### config.mk
export PLATFORM = sky130hd
export DESIGN_NAME = tbrl_muldiv
export DESIGN_NICKNAME = d
export VERILOG_FILES = /design/src/sv/tbrl_pkg.sv /design/src/sv/tbrl_muldiv.sv
export VERILOG_INCLUDE_DIRS = /design/src /design/src/sv
export SDC_FILE = /design/constraint.sdc
export NUM_CORES = 1
export LEC_CHECK = 0
export ABC_AREA = 1
export BUFFER_PORTS_ARGS = -buffer_cell sky130_fd_sc_hd__clkbuf_2
export CELL_PAD_IN_SITES_DETAIL_PLACEMENT = 0
export CELL_PAD_IN_SITES_GLOBAL_PLACEMENT = 1
export CORE_MARGIN = 2
export CORE_UTILIZATION = 39
export CTS_CLUSTER_DIAMETER = 80
export DETAILED_ROUTE_END_ITERATION = 8
export HOLD_SLACK_MARGIN = 0.08
export PLACE_DENSITY = 0.9
export SLEW_MARGIN = 20
export SYNTH_ARGS = -nofsm -noshare
export SYNTH_HDL_FRONTEND = slang
export SYNTH_SLANG_ARGS = --single-unit
### constraint.sdc
create_clock -name i_clk -period 5.7 [get_ports i_clk]
set_input_delay 0.57 -clock i_clk [delete_from_list [all_inputs] [get_ports i_clk]]
set_output_delay 0.57 -clock i_clk [all_outputs]
set_load 0.02 [all_outputs]
### src/sv/token_bucket_rate_limiter_macros.svh
// Assertion macros shared by the token bucket rate limiter RTL.
// Expects i_clk and i_rst_n in the scope of the including module.
`ifndef TOKEN_BUCKET_RATE_LIMITER_MACROS_SVH
`define TOKEN_BUCKET_RATE_LIMITER_MACROS_SVH

// same-cycle implication, off during reset
`define TBRL_ASSERT_IMP(label, cond, expr, msg) \
    label: assert property (@(posedge i_clk) disable iff (!i_rst_n) (cond) |-> (expr)) \
        else $error(msg);

// next-cycle implication, off during reset
`define TBRL_ASSERT_NXT(label, cond, expr, msg) \
    label: assert property (@(posedge i_clk) disable iff (!i_rst_n) (cond) |=> (expr)) \
        else $error(msg);

`endif

### src/sv/tbrl_pkg.sv
// Package for the token bucket rate limiter: field widths, register reset values,
// command and register codes, state types. No dependencies.
`default_nettype none

package tbrl_pkg;

    localparam int CMD_W     = 2;
    localparam int KEY_W     = 10;
    localparam int NOW_W     = 63;
    localparam int CAP_W     = 16;
    localparam int AMT_W     = 32;
    localparam int INT_W     = 48;
    localparam int CFG_W     = 48;
    localparam int CFG_IDX_W = 2;

    localparam logic [CAP_W-1:0] CAP_RST = 16'd10;
    localparam logic [AMT_W-1:0] AMT_RST = 32'd65536;
    localparam logic [INT_W-1:0] INT_RST = 48'd1000000;

    typedef enum logic [CMD_W-1:0] {
        CMD_CHECK     = 2'd0,
        CMD_QUERY     = 2'd1,
        CMD_RESET_KEY = 2'd2,
        CMD_RESET_ALL = 2'd3
    } t_cmd;

    typedef enum logic [CFG_IDX_W-1:0] {
        CFG_CAPACITY = 2'd0,
        CFG_AMOUNT   = 2'd1,
        CFG_INTERVAL = 2'd2
    } t_cfg_idx;

    typedef enum logic [2:0] {
        ST_CLEAR,
        ST_IDLE,
        ST_READ,
        ST_EVAL,
        ST_REFILL,
        ST_FINISH
    } t_state;

    typedef enum logic [1:0] {
        MD_IDLE,
        MD_MUL,
        MD_DIV
    } t_md_state;

endpackage

`default_nettype wire

### src/sv/tbrl_muldiv.sv
// Bit-serial floor(elapsed * amount / divisor): shift-add multiply, one amount bit
// per cycle, then restoring divide, one product bit per cycle. Uses tbrl_pkg.
`default_nettype none

`include "token_bucket_rate_limiter_macros.svh"

module tbrl_muldiv #(
    parameter int QW = 32
) (
    input  logic                       i_clk,
    input  logic                       i_rst_n,
    input  logic                       i_start,
    input  logic [tbrl_pkg::NOW_W-1:0] i_elapsed,
    input  logic [tbrl_pkg::AMT_W-1:0] i_amount,
    input  logic [tbrl_pkg::INT_W-1:0] i_divisor,
    output logic                       o_done,
    output logic [QW-1:0]              o_quot,
    output logic                       o_big
);

    import tbrl_pkg::*;

    localparam int PW = NOW_W + AMT_W;
    localparam int CW = $clog2(PW);

    t_md_state       r_state, n_state;
    logic [CW-1:0]   r_cnt, n_cnt;
    logic [PW-1:0]   r_prod, n_prod;
    logic [INT_W-1:0] r_rem, n_rem;
    logic [QW-1:0]   r_quot, n_quot;
    logic            r_big, n_big;
    logic            r_done, n_done;

    logic [NOW_W:0]  mul_sum;
    logic [INT_W:0]  div_trial;
    logic [INT_W:0]  div_diff;
    logic            div_ge;

    assign mul_sum   = {1'b0, r_prod[PW-1 -: NOW_W]}
                     + (r_prod[0] ? {1'b0, i_elapsed} : {(NOW_W+1){1'b0}});
    assign div_trial = {r_rem, r_prod[PW-1]};
    assign div_ge    = div_trial >= {1'b0, i_divisor};
    assign div_diff  = div_trial - {1'b0, i_divisor};

    always_comb begin
        n_state = r_state;
        n_cnt   = r_cnt;
        n_prod  = r_prod;
        n_rem   = r_rem;
        n_quot  = r_quot;
        n_big   = r_big;
        n_done  = 1'b0;
        unique case (r_state)
            MD_IDLE: begin
                if (i_start) begin
                    n_prod  = {{NOW_W{1'b0}}, i_amount};
                    n_cnt   = '0;
                    n_rem   = '0;
                    n_quot  = '0;
                    n_big   = 1'b0;
                    n_state = MD_MUL;
                end
            end
            MD_MUL: begin
                n_prod = {mul_sum, r_prod[AMT_W-1:1]};
                if (r_cnt == CW'(AMT_W - 1)) begin
                    n_cnt   = '0;
                    n_state = MD_DIV;
                end else begin
                    n_cnt = r_cnt + 1'b1;
                end
            end
            MD_DIV: begin
                n_rem  = div_ge ? div_diff[INT_W-1:0] : div_trial[INT_W-1:0];
                n_prod = {r_prod[PW-2:0], 1'b0};
                n_quot = {r_quot[QW-2:0], div_ge};
                n_big  = r_big | r_quot[QW-1];
                if (r_cnt == CW'(PW - 1)) begin
                    n_done  = 1'b1;
                    n_state = MD_IDLE;
                end else begin
                    n_cnt = r_cnt + 1'b1;
                end
            end
            default: begin
                n_state = MD_IDLE;
            end
        endcase
    end

    always_ff @(posedge i_clk) begin
        if (!i_rst_n) begin
            r_state <= MD_IDLE;
            r_done  <= 1'b0;
        end else begin
            r_state <= n_state;
            r_done  <= n_done;
        end
    end

    always_ff @(posedge i_clk) begin
        r_cnt  <= n_cnt;
        r_prod <= n_prod;
        r_rem  <= n_rem;
        r_quot <= n_quot;
        r_big  <= n_big;
    end

    assign o_done = r_done;
    assign o_quot = r_quot;
    assign o_big  = r_big;

    `TBRL_ASSERT_IMP(a_start_idle, i_start, r_state == MD_IDLE, "start while unit busy")
    `TBRL_ASSERT_IMP(a_done_idle, r_done, r_state == MD_IDLE, "done pulse outside idle")
    `TBRL_ASSERT_IMP(a_rem_below, r_state == MD_DIV, r_rem < i_divisor, "remainder not reduced")

endmodule

`default_nettype wire

==> metrics.cfg <==
[run_status]
status = complete, no violations

[clock_tree]
cts_htree_levels = 4
post_cts_buffers = 0
postCtsHoldBufs = 0
cts-root-buf = clkbuf_16
cts-buffers-inserted = 17
insertion_delay_ps = 500
cts_tree = built
cts_resized = 0
cts_num_sinks = 186
path_clk_slew_ps = 80
cts_max_path_buffers = 2

[setup_path]
rr_endpoint = r_prod[83]$_DFFE_PP_
crit_required_ps = 5960
worstPathArrival_ps = 3710
critPathBufInv = 4
cp_max_fo = 57
reg2reg_from = r_prod[0]$_DFFE_PP_
reg2reg_setup_slack_ps = 2250
path_class = reg2reg
r2r_cells = 18
critPathMaxStageDelay_ps = 490
cp-end-kind = flip-flop
crit_slowest_cell = buf_4
cpMostUsedCell = nand2_1
critical_path.startpoint_type = flip-flop
cp_top_family = simple AND/OR/NAND/NOR gates
crit_chain = buf_4 -> nand2_1 -> inv_1 -> ha_1 -> inv_1 -> fa_1 -> inv_1 -> nand2_1 -> o21ai_0 -> nand3_1 -> nand2_1 -> nand2_1 -> nand2_1 -> nand2_1 -> nand3_1 -> nand2_1 -> nand3_1 -> nand2_1

[hold_path]
min_path_cells = 3
hold_path_end = o_done$_SDFF_PN0_
min_from = i_rst_n
hold_path_class = in2reg

[route]
viasPerCell = 4.79
detailedRoute.firstIterationViolations = 1377
drc = 0
num_vias = 17900
ant_nets = 0
routed_wl_um = 55700
dr.pass1.iters = 6
detail_route.wl_per_cell_um = 14.9

[placed_design]
dpl.hpwl_um = 45100
place_ws_ps = 2260
gp_congestion = 0.973
portBuffers = 179

[synth]
synth_top_area_share_pct = 30.2
synthSimpleGateAreaFrac_pct = 37.2
synth_xor_area_share_pct = 1.45
ys.flop_type = edfxtp_1
synth.area.mux_share_pct = 0
ys_types = 44
synth_top_family_by_area = simple AND/OR/NAND/NOR gates
syn_avg_cell_area_um2 = 6.15
async_reset_ff_share_pct = 0
synth_edf_count = 183
syn-instance-count = 2956
yosys_register_bits = 186
yosys-top-cells-count = nand2_1, inv_1, nor2_1, edfxtp_1, nand3_1
synthAdderAreaFrac_pct = 8.27
synth_top_area_cell = edfxtp_1
yosysWarningCount = 0
synth_fp_nets = 3221
netlist_area_um2 = 18200
synth_compound_area_share_pct = 8.42
seq_area_frac_synth_pct = 30.6
yosys-top-cells-area = edfxtp_1, nand2_1, inv_1
synth_most_common_cell = nand2_1

[sta]
relSlewSlack_pct = 39.2
fin_skew_ps = 16.0
finalHoldViolCount = 0
min_period_ps = 3450
fmaxAchievable_mhz = 290
setup_violations = 0
period_share_pct = 60.5
finalSetupTns_ps = 0
drv_slew = 0
tightest_slew_ps = 910
setup_slack_ps = 2250
rsz0062_at_grt = false

[cells_and_area]
drive_gt1_share_pct = 8.01
utilization_pct = 43.8
nNetsFinal = 3384
synthToLayoutAreaGrowth_pct = 11.5
fill_cells = 5054
n_antenna_cell = 0

[die]
start_util_pct = 39.3
dieArea_um2 = 48300
rows = 79
die_h_um = 220
num_io_pins = 180
core_um2 = 46300
die_w_um = 220

[global_route]
antenna_found_initial = 0
gr-total-overflow = 0
grt_usage_pct = 23.5
grt_pass1_wl_um = 87800
grt_max_degree = 82
grt_pass1_vias = 16800

[power_and_ir_drop]
power.leakage_nw = 11.6
p_per_area_nw_per_um2 = 513
irDropWorstVdd_mv = 0.295

[flow_run]
maxCapViolCount = 0

==> where the power goes <==
group	switching [W]	internal, W
sequential	0.000373	0.00249
combinational	0.00435	0.00194
clock	0.000633	0.000609
total	0.00536	0.00504
==> worst max path at each step <==
stage / from / end / slack [ps] / cells after the start
6_report: r_prod[0]$_DFFE_PP_ / r_prod[83]$_DFFE_PP_ / 2250 / 18
5_1_grt: r_prod[0]$_DFFE_PP_ / r_prod[87]$_DFFE_PP_ / 1870 / 18
4_1_cts: r_prod[0]$_DFFE_PP_ / r_prod[83]$_DFFE_PP_ / 2250 / 18
3_5_place_dp: r_prod[0]$_DFFE_PP_ / r_prod[67]$_DFFE_PP_ / 2260 / 18
3_3_place_gp: r_prod[0]$_DFFE_PP_ / r_prod[67]$_DFFE_PP_ / 2410 / 18
2_1_floorplan: r_state[0]$_SDFFE_PN0P_ / r_cnt[0]$_DFFE_PP_ / 150 / 7
==> final cells by class <==
| type | count | area (um^2) | share of cell area, % |
|---|---|---|---|
| Clock buffer | 17 | 425 | 2.10 |
| Clock inverter | 15 | 140 | 0.691 |
| Timing Repair Buffer | 191 | 986 | 4.86 |
| Tap cell | 607 | 759 | 3.75 |
| Inverter | 617 | 2320 | 11.4 |
| Sequential cell | 186 | 5560 | 27.4 |
| Multi-Input combinational cell | 2106 | 10100 | 49.8 |
==> worst register-to-register path, delay by kind of cell (launching register included) <==
family	cells	cell delay [ps]
AOI/OAI and AO/OA	1	330
adders and majority gates	2	530
buffers and inverters	4	770
DFF	1	480
and+or+nand+nor	11	1110
==> layer usage <==
| metal | vias up | part of all wire (%) | global-route usage (%) |
|---|---|---|---|
| met5 | - | 0 | 0 |
| met3 | 76 | 5.7 | 3.74 |
| li1 | 9487 | - | - |
| met1 | 7827 | 47 | 30.8 |
| met2 | 521 | 45 | 39.1 |
| met4 | 0 | 2.9 | 8.37 |
==> placed cells by master (no fill, tap or decap), drive strengths merged, types with 29 or more instances in the layout <==
cell type / instances
a21oi: 127
clkbuf: 196
edfxtp: 183
ha: 117
inv: 621
nand2: 1186
nand3: 135
nor2: 291
o21ai: 71
o221ai: 29
==> logic make-up (layout without fill, tap and decap cells) <==
logic type / after synthesis / count (layout)
and+or+nand+nor: 1694 / 1694
buffers and inverters: 664 / 840
AOI/OAI and AO/OA: 263 / 263
DFF: 186 / 186
adders and majority gates: 119 / 119
xor gates and xnor gates: 30 / 30
==> registers in the layout, summed over array words and instances (netlist names) <==
name and cells:
r_cnt 7, o_big 1, r_state 2, o_done 1
r_prod 95, r_rem 48, o_quot 32
==> per-stage QoR <==
| step | std cells | power, W | area [um^2] | hold WS, ps |
|---|---|---|---|---|
| floorplan | 2956 | 0.00749 | 18200 | 490 |
| global placement | 3707 | 0.00912 | 19700 | 514 |
| detailed placement | 3707 | 0.00914 | 19700 | 522 |
| CTS | 3739 | 0.0104 | 20300 | 263 |
| global route | 3739 | 0.0114 | 20300 | 306 |
| finish | 3739 | 0.0104 | 20300 | 299 |
Note: power is estimated with default switching activity, not from simulation.
